## config.mk

```make
export PLATFORM = sky130hd
export DESIGN_NAME = challenge_digest_checksum_core
export DESIGN_NICKNAME = d
export VERILOG_FILES = /design/src/sv/cdc_pkg.sv /design/src/sv/cdc_datapath.sv /design/src/sv/cdc_ctrl.sv /design/src/sv/challenge_digest_checksum_core.sv
export SDC_FILE = /design/constraint.sdc
export NUM_CORES = 2
export LEC_CHECK = 0
export CORE_AREA = 2 2 509 511
export DETAILED_ROUTE_END_ITERATION = 10
export DIE_AREA = 0 0 511 513
export DONT_BUFFER_PORTS = 1
export HOLD_SLACK_MARGIN = 0.05
export PLACE_DENSITY_LB_ADDON = 0.05
export SETUP_SLACK_MARGIN = 0.4
export SLEW_MARGIN = 25
export SYNTH_ARGS = -nofsm -noshare
export SYNTH_HDL_FRONTEND = slang
export SYNTH_SLANG_ARGS = --single-unit
```

## constraint.sdc

```tcl
create_clock -name clk_i -period 19.4 [get_ports clk_i]
set_clock_uncertainty 0.05 [all_clocks]
set_input_delay 2.91 -clock clk_i [delete_from_list [all_inputs] [get_ports clk_i]]
set_output_delay 2.91 -clock clk_i [all_outputs]
set_load 0.005 [all_outputs]
```

## src/sv/cdc_pkg.sv

```systemverilog
// Package with digest constants, tables and types for the checksum block.
`default_nettype none
package cdc_pkg;
  localparam int unsigned ChallengeBytesDef = 4;
  localparam logic [31:0] ExtReset = 32'd20161130;
  localparam logic [31:0] LegacyLo = 32'd20000711;
  localparam logic [31:0] LegacyHi = 32'd126;

  typedef enum logic [1:0] {
    MODE_LEGACY = 2'd0,
    MODE_MD5    = 2'd1,
    MODE_MD4    = 2'd2,
    MODE_SHA1   = 2'd3
  } mode_e;

  typedef struct packed {
    logic  load;
    logic  step;
    logic  sched;
    logic  finish;
    logic  [6:0] round;
    mode_e mode;
  } cmd_t;

  function automatic logic [31:0] rotl(input logic [31:0] x, input logic [4:0] s);
    logic [63:0] w;
    w = {x, x} << s;
    return w[63:32];
  endfunction

  function automatic logic [31:0] md5_k(input logic [5:0] i);
    logic [31:0] k;
    case (i)
      6'd0: k = 32'hd76aa478; 6'd1: k = 32'he8c7b756; 6'd2: k = 32'h242070db;
      6'd3: k = 32'hc1bdceee; 6'd4: k = 32'hf57c0faf; 6'd5: k = 32'h4787c62a;
      6'd6: k = 32'ha8304613; 6'd7: k = 32'hfd469501; 6'd8: k = 32'h698098d8;
      6'd9: k = 32'h8b44f7af; 6'd10: k = 32'hffff5bb1; 6'd11: k = 32'h895cd7be;
      6'd12: k = 32'h6b901122; 6'd13: k = 32'hfd987193; 6'd14: k = 32'ha679438e;
      6'd15: k = 32'h49b40821; 6'd16: k = 32'hf61e2562; 6'd17: k = 32'hc040b340;
      6'd18: k = 32'h265e5a51; 6'd19: k = 32'he9b6c7aa; 6'd20: k = 32'hd62f105d;
      6'd21: k = 32'h02441453; 6'd22: k = 32'hd8a1e681; 6'd23: k = 32'he7d3fbc8;
      6'd24: k = 32'h21e1cde6; 6'd25: k = 32'hc33707d6; 6'd26: k = 32'hf4d50d87;
      6'd27: k = 32'h455a14ed; 6'd28: k = 32'ha9e3e905; 6'd29: k = 32'hfcefa3f8;
      6'd30: k = 32'h676f02d9; 6'd31: k = 32'h8d2a4c8a; 6'd32: k = 32'hfffa3942;
      6'd33: k = 32'h8771f681; 6'd34: k = 32'h6d9d6122; 6'd35: k = 32'hfde5380c;
      6'd36: k = 32'ha4beea44; 6'd37: k = 32'h4bdecfa9; 6'd38: k = 32'hf6bb4b60;
      6'd39: k = 32'hbebfbc70; 6'd40: k = 32'h289b7ec6; 6'd41: k = 32'heaa127fa;
      6'd42: k = 32'hd4ef3085; 6'd43: k = 32'h04881d05; 6'd44: k = 32'hd9d4d039;
      6'd45: k = 32'he6db99e5; 6'd46: k = 32'h1fa27cf8; 6'd47: k = 32'hc4ac5665;
      6'd48: k = 32'hf4292244; 6'd49: k = 32'h432aff97; 6'd50: k = 32'hab9423a7;
      6'd51: k = 32'hfc93a039; 6'd52: k = 32'h655b59c3; 6'd53: k = 32'h8f0ccc92;
      6'd54: k = 32'hffeff47d; 6'd55: k = 32'h85845dd1; 6'd56: k = 32'h6fa87e4f;
      6'd57: k = 32'hfe2ce6e0; 6'd58: k = 32'ha3014314; 6'd59: k = 32'h4e0811a1;
      6'd60: k = 32'hf7537e82; 6'd61: k = 32'hbd3af235; 6'd62: k = 32'h2ad7d2bb;
      default: k = 32'heb86d391;
    endcase
    return k;
  endfunction

  function automatic logic [4:0] md5_s(input logic [3:0] i);
    logic [4:0] s;
    case (i)
      4'd0: s = 5'd7;  4'd1: s = 5'd12; 4'd2: s = 5'd17; 4'd3: s = 5'd22;
      4'd4: s = 5'd5;  4'd5: s = 5'd9;  4'd6: s = 5'd14; 4'd7: s = 5'd20;
      4'd8: s = 5'd4;  4'd9: s = 5'd11; 4'd10: s = 5'd16; 4'd11: s = 5'd23;
      4'd12: s = 5'd6; 4'd13: s = 5'd10; 4'd14: s = 5'd15; default: s = 5'd21;
    endcase
    return s;
  endfunction

  function automatic logic [4:0] md4_s(input logic [3:0] i);
    logic [4:0] s;
    case (i)
      4'd0: s = 5'd3;  4'd1: s = 5'd7;  4'd2: s = 5'd11; 4'd3: s = 5'd19;
      4'd4: s = 5'd3;  4'd5: s = 5'd5;  4'd6: s = 5'd9;  4'd7: s = 5'd13;
      4'd8: s = 5'd3;  4'd9: s = 5'd9;  4'd10: s = 5'd11; default: s = 5'd15;
    endcase
    return s;
  endfunction

  // Message word index for MD4 round i (i below 48).
  function automatic logic [3:0] md4_ord(input logic [5:0] i);
    logic [3:0] j;
    j = i[3:0];
    case (i[5:4])
      2'd0: md4_ord = j;
      2'd1: md4_ord = {j[1:0], j[3:2]};
      default: md4_ord = {j[0], j[1], j[2], j[3]};
    endcase
  endfunction

  // Digest byte index for checksum byte n.
  function automatic logic [4:0] sel_idx(input mode_e m, input logic [2:0] n);
    logic [4:0] r;
    r = 5'd0;
    case (m)
      MODE_MD4: case (n)
        3'd0: r = 5'd1; 3'd1: r = 5'd2; 3'd2: r = 5'd8; 3'd3: r = 5'd9;
        3'd4: r = 5'd4; 3'd5: r = 5'd5; 3'd6: r = 5'd11; default: r = 5'd12;
      endcase
      MODE_MD5: case (n)
        3'd0: r = 5'd2; 3'd1: r = 5'd3; 3'd2: r = 5'd8; 3'd3: r = 5'd9;
        3'd4: r = 5'd5; 3'd5: r = 5'd6; 3'd6: r = 5'd13; default: r = 5'd14;
      endcase
      default: case (n)
        3'd0: r = 5'd2; 3'd1: r = 5'd3; 3'd2: r = 5'd9; 3'd3: r = 5'd10;
        3'd4: r = 5'd5; 3'd5: r = 5'd6; 3'd6: r = 5'd15; default: r = 5'd16;
      endcase
    endcase
    return r;
  endfunction
endpackage
`default_nettype wire

```

## src/sv/cdc_datapath.sv

```systemverilog
// Shared round datapath for MD4, MD5 and SHA-1 over one padded block.
`default_nettype none
module cdc_datapath #(
  parameter int unsigned ChallengeBytes = cdc_pkg::ChallengeBytesDef
) (
  input  wire logic          clk_i,
  input  wire cdc_pkg::cmd_t cmd_i,
  input  wire logic [31:0]   challenge_i,
  input  wire logic [31:0]   ext_i,
  output logic [63:0]        checksum_o
);
  import cdc_pkg::*;

  localparam int unsigned MsgLen = ChallengeBytes + 4;
  localparam logic [15:0] MsgBits = 16'(MsgLen * 8);

  logic [31:0] w_q [16];
  logic [31:0] w_d [16];
  logic [31:0] a_q, b_q, c_q, d_q, e_q;
  logic [31:0] a_d, b_d, c_d, d_d, e_d;
  logic [63:0] sum_q, sum_d;

  logic [7:0]  blk [64];
  logic [31:0] f, k, t, xw, sw;
  logic [5:0]  ri;
  logic [6:0]  i;
  logic [159:0] dig;
  logic [7:0]  db;
  logic [4:0]  si;

  assign i  = cmd_i.round;
  assign ri = i[5:0];

  always_comb begin
    for (int n = 0; n < 64; n++) blk[n] = 8'h00;
    for (int n = 0; n < ChallengeBytes && n < 4; n++) blk[n] = challenge_i[8*n +: 8];
    for (int n = 0; n < 4; n++) blk[ChallengeBytes + n] = ext_i[8*n +: 8];
    blk[MsgLen] = 8'h80;
    if (cmd_i.mode == MODE_SHA1) begin
      blk[63] = MsgBits[7:0];
      blk[62] = MsgBits[15:8];
    end else begin
      blk[56] = MsgBits[7:0];
      blk[57] = MsgBits[15:8];
    end
  end

  // SHA-1 schedule word that enters the end of the 16-word window.
  assign sw = rotl(w_q[13] ^ w_q[8] ^ w_q[2] ^ w_q[0], 5'd1);

  always_comb begin
    f = 32'h0; k = 32'h0; xw = 32'h0; t = 32'h0;
    a_d = a_q; b_d = b_q; c_d = c_q; d_d = d_q; e_d = e_q;
    for (int n = 0; n < 16; n++) w_d[n] = w_q[n];
    sum_d = sum_q;
    dig = '0;
    db = 8'h0;
    si = 5'd0;
    if (cmd_i.load) begin
      for (int n = 0; n < 16; n++) begin
        if (cmd_i.mode == MODE_SHA1) begin
          w_d[n] = {blk[4*n], blk[4*n+1], blk[4*n+2], blk[4*n+3]};
        end else begin
          w_d[n] = {blk[4*n+3], blk[4*n+2], blk[4*n+1], blk[4*n]};
        end
      end
      a_d = 32'h67452301; b_d = 32'hefcdab89; c_d = 32'h98badcfe;
      d_d = 32'h10325476; e_d = 32'hc3d2e1f0;
      sum_d = (cmd_i.mode == MODE_LEGACY) ? {LegacyHi, LegacyLo} : 64'h0;
    end else if (cmd_i.step) begin
      case (cmd_i.mode)
        MODE_MD4: begin
          xw = w_q[md4_ord(ri)];
          case (ri[5:4])
            2'd0: f = (b_q & c_q) | (~b_q & d_q);
            2'd1: f = ((b_q & c_q) | (b_q & d_q) | (c_q & d_q)) + 32'h5a827999;
            default: f = (b_q ^ c_q ^ d_q) + 32'h6ed9eba1;
          endcase
          t = rotl(a_q + f + xw, md4_s({ri[5:4], ri[1:0]}));
          a_d = d_q; d_d = c_q; c_d = b_q; b_d = t;
        end
        MODE_MD5: begin
          case (ri[5:4])
            2'd0: begin f = (b_q & c_q) | (~b_q & d_q); xw = w_q[ri[3:0]]; end
            2'd1: begin
              f = (d_q & b_q) | (~d_q & c_q);
              xw = w_q[4'(ri[3:0] * 4'd5 + 4'd1)];
            end
            2'd2: begin
              f = b_q ^ c_q ^ d_q;
              xw = w_q[4'(ri[3:0] * 4'd3 + 4'd5)];
            end
            default: begin
              f = c_q ^ (b_q | ~d_q);
              xw = w_q[4'(ri[3:0] * 4'd7)];
            end
          endcase
          t = f + a_q + md5_k(ri) + xw;
          a_d = d_q; d_d = c_q; c_d = b_q;
          b_d = b_q + rotl(t, md5_s({ri[5:4], ri[1:0]}));
        end
        default: begin
          if (i < 7'd20) begin
            f = (b_q & c_q) | (~b_q & d_q); k = 32'h5a827999;
          end else if (i < 7'd40) begin
            f = b_q ^ c_q ^ d_q; k = 32'h6ed9eba1;
          end else if (i < 7'd60) begin
            f = (b_q & c_q) | (b_q & d_q) | (c_q & d_q); k = 32'h8f1bbcdc;
          end else begin
            f = b_q ^ c_q ^ d_q; k = 32'hca62c1d6;
          end
          t = rotl(a_q, 5'd5) + f + e_q + k + w_q[0];
          e_d = d_q; d_d = c_q; c_d = rotl(b_q, 5'd30); b_d = a_q; a_d = t;
          for (int n = 0; n < 15; n++) w_d[n] = w_q[n+1];
          w_d[15] = sw;
        end
      endcase
    end else if (cmd_i.finish) begin
      // Add the initial chaining values back in.
      a_d = a_q + 32'h67452301; b_d = b_q + 32'hefcdab89;
      c_d = c_q + 32'h98badcfe; d_d = d_q + 32'h10325476;
      e_d = e_q + 32'hc3d2e1f0;
    end else if (cmd_i.sched) begin
      // Gather one checksum byte per cycle; round carries the byte number.
      if (cmd_i.mode == MODE_SHA1) begin
        dig = {e_q, d_q, c_q, b_q, a_q};
        for (int n = 0; n < 5; n++) begin
          dig[32*n +: 32] = {dig[32*n +: 8], dig[32*n+8 +: 8],
                             dig[32*n+16 +: 8], dig[32*n+24 +: 8]};
        end
      end else begin
        dig = {32'h0, d_q, c_q, b_q, a_q};
      end
      si = sel_idx(cmd_i.mode, i[2:0]);
      db = dig[8*si +: 8];
      sum_d[8*i[2:0] +: 8] = db;
    end
  end

  always_ff @(posedge clk_i) begin
    a_q <= a_d; b_q <= b_d; c_q <= c_d; d_q <= d_d; e_q <= e_d;
    sum_q <= sum_d;
    for (int n = 0; n < 16; n++) w_q[n] <= w_d[n];
  end

  assign checksum_o = sum_q;
endmodule
`default_nettype wire

```

## src/sv/cdc_ctrl.sv

```systemverilog
// Controller sequencing load, rounds, finish and byte gathering.
`default_nettype none
module cdc_ctrl (
  input  wire logic        clk_i,
  input  wire logic        rst_ni,
  input  wire logic        in_valid_i,
  input  wire logic [1:0]  mode_i,
  input  wire logic        out_stall_i,
  output logic             in_stall_o,
  output logic             out_valid_o,
  output logic [1:0]       mode_o,
  output cdc_pkg::cmd_t    cmd_o
);
  import cdc_pkg::*;

  typedef enum logic [2:0] {S_IDLE, S_LOAD, S_ROUND, S_FINISH, S_GATHER, S_OUT} state_e;

  state_e state_q;
  mode_e  mode_q;
  logic [6:0] cnt_q;
  logic [6:0] last;

  always_comb begin
    case (mode_q)
      MODE_MD4: last = 7'd47;
      MODE_MD5: last = 7'd63;
      default:  last = 7'd79;
    endcase
  end

  assign in_stall_o  = (state_q != S_IDLE);
  assign out_valid_o = (state_q == S_OUT);
  assign mode_o      = mode_q;

  always_comb begin
    cmd_o        = '0;
    cmd_o.mode   = mode_q;
    cmd_o.round  = cnt_q;
    cmd_o.load   = (state_q == S_LOAD);
    cmd_o.step   = (state_q == S_ROUND);
    cmd_o.finish = (state_q == S_FINISH);
    cmd_o.sched  = (state_q == S_GATHER);
  end

  always_ff @(posedge clk_i or negedge rst_ni) begin
    if (!rst_ni) begin
      state_q <= S_IDLE;
      mode_q  <= MODE_LEGACY;
      cnt_q   <= '0;
    end else begin
      case (state_q)
        S_IDLE: if (in_valid_i) begin
          mode_q  <= mode_e'(mode_i);
          state_q <= S_LOAD;
        end
        S_LOAD: begin
          cnt_q   <= '0;
          state_q <= (mode_q == MODE_LEGACY) ? S_OUT : S_ROUND;
        end
        S_ROUND: begin
          if (cnt_q == last) begin
            state_q <= S_FINISH;
          end
          cnt_q <= cnt_q + 7'd1;
        end
        S_FINISH: begin
          cnt_q   <= '0;
          state_q <= S_GATHER;
        end
        S_GATHER: begin
          if (cnt_q == 7'd7) state_q <= S_OUT;
          cnt_q <= cnt_q + 7'd1;
        end
        S_OUT: if (!out_stall_i) state_q <= S_IDLE;
        default: state_q <= S_IDLE;
      endcase
    end
  end
endmodule
`default_nettype wire

```

## src/sv/challenge_digest_checksum_core.sv

```systemverilog
// Top level of the challenge digest checksum block.
// Usage: a request on the input channel carries a 32-bit challenge; it is
// accepted when in_valid is high and in_stall is low. The low two bits of
// challenge byte 0 choose the digest: 1 MD5, 2 MD4, 3 SHA-1, 0 legacy words.
// The extension word register is written on the cfg channel (valid and
// ready); ready is high whenever the block is idle, and it resets to 20161130.
// One request is in flight at a time: the challenge is held from acceptance
// until the result leaves. After acceptance the controller runs a load step;
// in legacy mode out_valid follows it, otherwise it runs the rounds of the
// chosen digest (48 for MD4, 64 for MD5, 80 for SHA-1) on the single shared
// round unit that does one round per cycle, then a finish step and the
// gathering of eight checksum bytes before out_valid is raised.
// The result sits in the output register while out_stall is high and the
// block takes no new request until it has been taken.
// Reset is asynchronous and active low; it returns the controller to idle
// and restores the extension word.
`default_nettype none
module challenge_digest_checksum_core #(
  parameter int unsigned ChallengeBytes = cdc_pkg::ChallengeBytesDef
) (
  input  wire logic        clk_i,
  input  wire logic        rst_ni,
  input  wire logic        in_valid_i,
  output logic             in_stall_o,
  input  wire logic [31:0] challenge_i,
  input  wire logic        cfg_valid_i,
  output logic             cfg_ready_o,
  input  wire logic [31:0] cfg_data_i,
  output logic             out_valid_o,
  input  wire logic        out_stall_i,
  output logic [63:0]      checksum_o,
  output logic [1:0]       mode_used_o
);
  import cdc_pkg::*;

  cmd_t        cmd;
  logic [31:0] ext_q, chal_q;

  // The configuration port is open only while no request is in flight.
  assign cfg_ready_o = !in_stall_o;

  always_ff @(posedge clk_i or negedge rst_ni) begin
    if (!rst_ni) begin
      ext_q <= ExtReset;
    end else if (cfg_valid_i && cfg_ready_o) begin
      ext_q <= cfg_data_i;
    end
  end

  // Held challenge feeds the message block during the load cycle.
  always_ff @(posedge clk_i) begin
    if (in_valid_i && !in_stall_o) chal_q <= challenge_i;
  end

  cdc_ctrl u_ctrl (
    .clk_i       (clk_i),
    .rst_ni      (rst_ni),
    .in_valid_i  (in_valid_i),
    .mode_i      (challenge_i[1:0]),
    .out_stall_i (out_stall_i),
    .in_stall_o  (in_stall_o),
    .out_valid_o (out_valid_o),
    .mode_o      (mode_used_o),
    .cmd_o       (cmd)
  );

  cdc_datapath #(.ChallengeBytes(ChallengeBytes)) u_dp (
    .clk_i       (clk_i),
    .cmd_i       (cmd),
    .challenge_i (chal_q),
    .ext_i       (ext_q),
    .checksum_o  (checksum_o)
  );
endmodule
`default_nettype wire

```

==> reports/metrics.csv <==
stage,metric,value,unit
global_route,routing layer with the top usage in global route,met2,
timing,Least-Margin Pin Slew,1250,ps
clock_network,clock-pin slew on the worst setup and hold paths,60,ps
place,number of buffers inserted by port buffering,0,
global_route,global-route wire length before repair,614,mm
die,Core Rows,186,
setup_path,Critical Path Source Type,flop,
setup_path,worst reg2reg path endpoint,u_dp.b_q[31]$_SDFFE_PP1N_,
clock_network,Num CTS Buffers,111,
timing,Setup Viol. Count Final,0,
yosys,cell area after technology mapping,81900,um^2
setup_path,slowest stage cell on the critical path,sky130_fd_sc_hd__fa_4,
place,final RePlAce weighted congestion,0.979,
global_route,met1 track utilization from global routing,41.2,%
flow_run,max-cap check violation count,0,
yosys,number of distinct library cells after synthesis,110,
yosys,area share of the largest cell type after synthesis,20.8,%
setup_path,type of the setup path with the least slack,flop to flop,
global_route,met2 layer usage reported by global route,52.2,%
global_route,antenna violations before repair,27,
status,outcome,"complete, no violations",
die,initial standard-cell utilization of the core,32.0,%
clock_network,number of buffers added for setup after CTS,0,
cells_and_area,count of fill cells added during filler insertion,26200,
worst_hold_path,class of the tightest hold or removal check,flop to flop,
clock_network,Clock Tree Root,sky130_fd_sc_hd__clkbuf_16,
clock_network,Skew-Pair Late Insertion Delay,840,ps
yosys,most frequent cells after synthesis,"sky130_fd_sc_hd__nand2_1, sky130_fd_sc_hd__a21oi_1, sky130_fd_sc_hd__mux4_2",
setup_path,Worst Reg2Reg Path Length in Cells,35,
yosys,async set-reset flop share out of synthesis,5.42,%
yosys,synthesis-stage register bit count,812,
setup_path,launch point of the worst reg-to-reg path,u_ctrl.cnt_q[0]$_DFFE_PN0P_,
timing,Max Clock Freq,70.7,MHz
drt,final antenna-violating net count,0,
setup_path,required time of the critical path,20060,ps
timing,hold violation count in the final report,0,
yosys,library cell with the largest summed area after synthesis,sky130_fd_sc_hd__mux4_2,
timing,Relative slew margins,16.5,%
yosys,library cell with the highest instance count after synthesis,sky130_fd_sc_hd__nand2_1,
setup_path,start point of the critical path,u_ctrl.cnt_q[0]$_DFFE_PN0P_,
place,half-perimeter wire length after placement,322,mm
setup_path,arrival time reported for the critical path endpoint,14800,ps
cells_and_area,final net count,9191,
die,overall die height,513,um
timing,crit share post-route,72.9,%
global_route,"Remaining Overflow, GRT",0,
clock_network,clock tree from TritonCTS,built,
worst_hold_path,Hold Path Origin,u_dp.e_q[1]$_SDFFE_PP0P_,
drt,sum of routed wire length over all layers,444,mm
drt,detail-routed net length per standard cell,36.4,um
timing,shortest period the worst path allows,14140,ps
clock_network,clock net sink count,812,
yosys,count of warnings emitted by yosys,0,
clock_network,buffer depth of the longest clock path,3,
yosys,Post-Synthesis Cells,9146,
cells_and_area,signed area change from the synthesized netlist to the final layout,9.46,%
die,Die Area,262000,um^2
drt,1st-pass router iterations,6,
yosys,Most used DFF post-synth,sky130_fd_sc_hd__dfxtp_1,
global_route,met3 layer usage reported by global route,6.20,%
yosys,top cells by area in the synthesized netlist,"sky130_fd_sc_hd__mux4_2, sky130_fd_sc_hd__dfxtp_1, sky130_fd_sc_hd__nand2_1, sky130_fd_sc_hd__a21oi_1, sky130_fd_sc_hd__edfxtp_1",
clock_network,H-tree level count,3,
yosys,post-synthesis sequential area ratio,22.2,%
drt,average vias per placed instance,6.45,
worst_hold_path,depth of the worst hold-timing path,2,
worst_hold_path,terminating pin of the worst hold path,u_dp.e_q[1]$_SDFFE_PP0P_,
die,Die X-Extent,511,um
timing,total negative setup slack,0,ps
setup_path,FF-to-FF setup slack,5260,ps
cells_and_area,fraction of layout instances using a drive strength above 1,17.1,%
drt,total via count after detailed routing,78600,
die,IO Pins,138,
global_route,largest net degree at the start of global routing,153,
timing,count of pins over their slew limit,0,
global_route,number of global-route vias before repair,74000,
clock_network,total of cells resized after clock tree synthesis,0,
die,area of the core region,256000,um^2
yosys,"Net Count, Synth",9643,
clock_network,hold buffers post-CTS,0,
drt,DR DRC count,0,
setup_path,maximum net fanout on the critical path,48,
setup_path,"Largest stage delay, worst path",1140,ps
setup_path,type of element capturing the critical path,flop,
yosys,post-synthesis area per instance,8.96,um^2
yosys,number of enable flip-flop cells after synthesis,166,
drt,Iter 0 DRT Violations,9062,
timing,setup repair after global routing missed its margin,no,
global_route,global-route usage over all layers,32.8,%
[kinds of logic after synthesis]
kind of cell | count (synthesis) | share of synthesized area, %
buffers and inverters | 1125 | 5.39
AO/OA/AOI/OAI | 2708 | 20.9
XOR/XNOR | 264 | 2.88
AND/OR/NAND/NOR | 2593 | 13.5
adder cells (fa/ha/maj) | 428 | 8.52
multiplexers | 1216 | 26.6
flip-flops | 812 | 22.2
[per-stage QoR]
step,util (%),setup WS (ps),hold slack [ps],cells,instance area (um^2)
final,35.0,5260,422,12200,89700
after global routing,35.0,4650,449,12200,89600
after CTS,35.0,5560,418,12200,89600
after detailed placement,33.4,5570,409,12000,85700
after global placement,33.4,5510,399,12000,85500
after floorplan,-,7940,386,9146,81900
[cell type report]
cell class                      count  area [um^2]  share of cell area (%)
Antenna cell                       12         30.0                  0.0335
Clock buffer                      143         3040                    3.39
Clock inverter                     61          891                   0.993
Inverter                          269         1020                    1.13
Multi-Input combinational cell   7209        59900                    66.8
Sequential cell                   812        18200                    20.3
Tap cell                         3384         4230                    4.72
Timing Repair Buffer              291         2380                    2.65
[routing by layer]
metal	part of all wire (%)	vias up
li1	-	33500
met1	40	40300
met2	46	3819
met3	7.3	926
met4	7.1	20
met5	0.031	-
[state kept, by name, indices dropped and copies added, names as in the netlist]
name / cells
u_dp.a_q: 32
u_dp.w_q: 512
u_dp.checksum_o: 64
ext_q: 32
chal_q: 32
u_dp.e_q: 32
u_dp.b_q: 32
u_ctrl.cnt_q: 7
u_dp.d_q: 32
u_dp.c_q: 32
u_ctrl.mode_o: 2
u_ctrl.state_q: 3
[worst max path at each step]
stage / end / slack (ps) / depth (start not counted)
after CTS: u_dp.b_q[31]$_SDFFE_PP1N_ / 5560 / 35
after global routing: u_dp.b_q[31]$_SDFFE_PP1N_ / 4650 / 35
after global placement: u_dp.b_q[31]$_SDFFE_PP1N_ / 5510 / 36
after detailed placement: u_dp.b_q[31]$_SDFFE_PP1N_ / 5570 / 35
final: u_dp.b_q[31]$_SDFFE_PP1N_ / 5260 / 35
after floorplan: u_dp.b_q[31]$_SDFFE_PP1N_ / 7940 / 43
[critical path: cells and delay by family, from the launching register on]
family	cells	cell delay (ps)
compound gates	13	3670
xor+xnor	2	580
fa+ha+maj	6	3720
buf+inv	4	1590
flops	1	910
mux	2	870
simple gates	8	2510
[placed cells by master, fill, tap and decap left out, types with 72 or more instances in the layout]
| cell type | netlist | layout |
|---|---|---|
| sky130_fd_sc_hd__a31oi_1 | 107 | 107 |
| sky130_fd_sc_hd__a211oi_1 | 159 | 158 |
| sky130_fd_sc_hd__mux2_2 | 81 | 81 |
| sky130_fd_sc_hd__fa_1 | 216 | 215 |
| sky130_fd_sc_hd__ha_1 | 212 | 206 |
| sky130_fd_sc_hd__buf_4 | 15 | 272 |
| sky130_fd_sc_hd__mux4_2 | 757 | 757 |
| sky130_fd_sc_hd__mux2i_1 | 375 | 373 |
| sky130_fd_sc_hd__nand2_1 | 1408 | 1399 |
| sky130_fd_sc_hd__a21o_1 | 90 | 89 |
| sky130_fd_sc_hd__nand3_1 | 154 | 153 |
| sky130_fd_sc_hd__inv_1 | 263 | 259 |
| sky130_fd_sc_hd__a21oi_1 | 1016 | 1002 |
| sky130_fd_sc_hd__dfxtp_1 | 602 | 602 |
| sky130_fd_sc_hd__edfxtp_1 | 166 | 166 |
| sky130_fd_sc_hd__clkbuf_16 | 0 | 111 |
| sky130_fd_sc_hd__o221ai_1 | 95 | 87 |
| sky130_fd_sc_hd__o21a_1 | 73 | 72 |
| sky130_fd_sc_hd__o21ai_0 | 488 | 477 |
| sky130_fd_sc_hd__xnor2_1 | 202 | 200 |
| sky130_fd_sc_hd__nor3_1 | 141 | 140 |
| sky130_fd_sc_hd__nor2b_1 | 79 | 78 |
| sky130_fd_sc_hd__nor2_1 | 528 | 518 |
| sky130_fd_sc_hd__o22ai_1 | 110 | 108 |
Power is left out: the tool's default activity adds up to more than one toggle a clock period on the data nets, which glitch-free logic cannot reach.
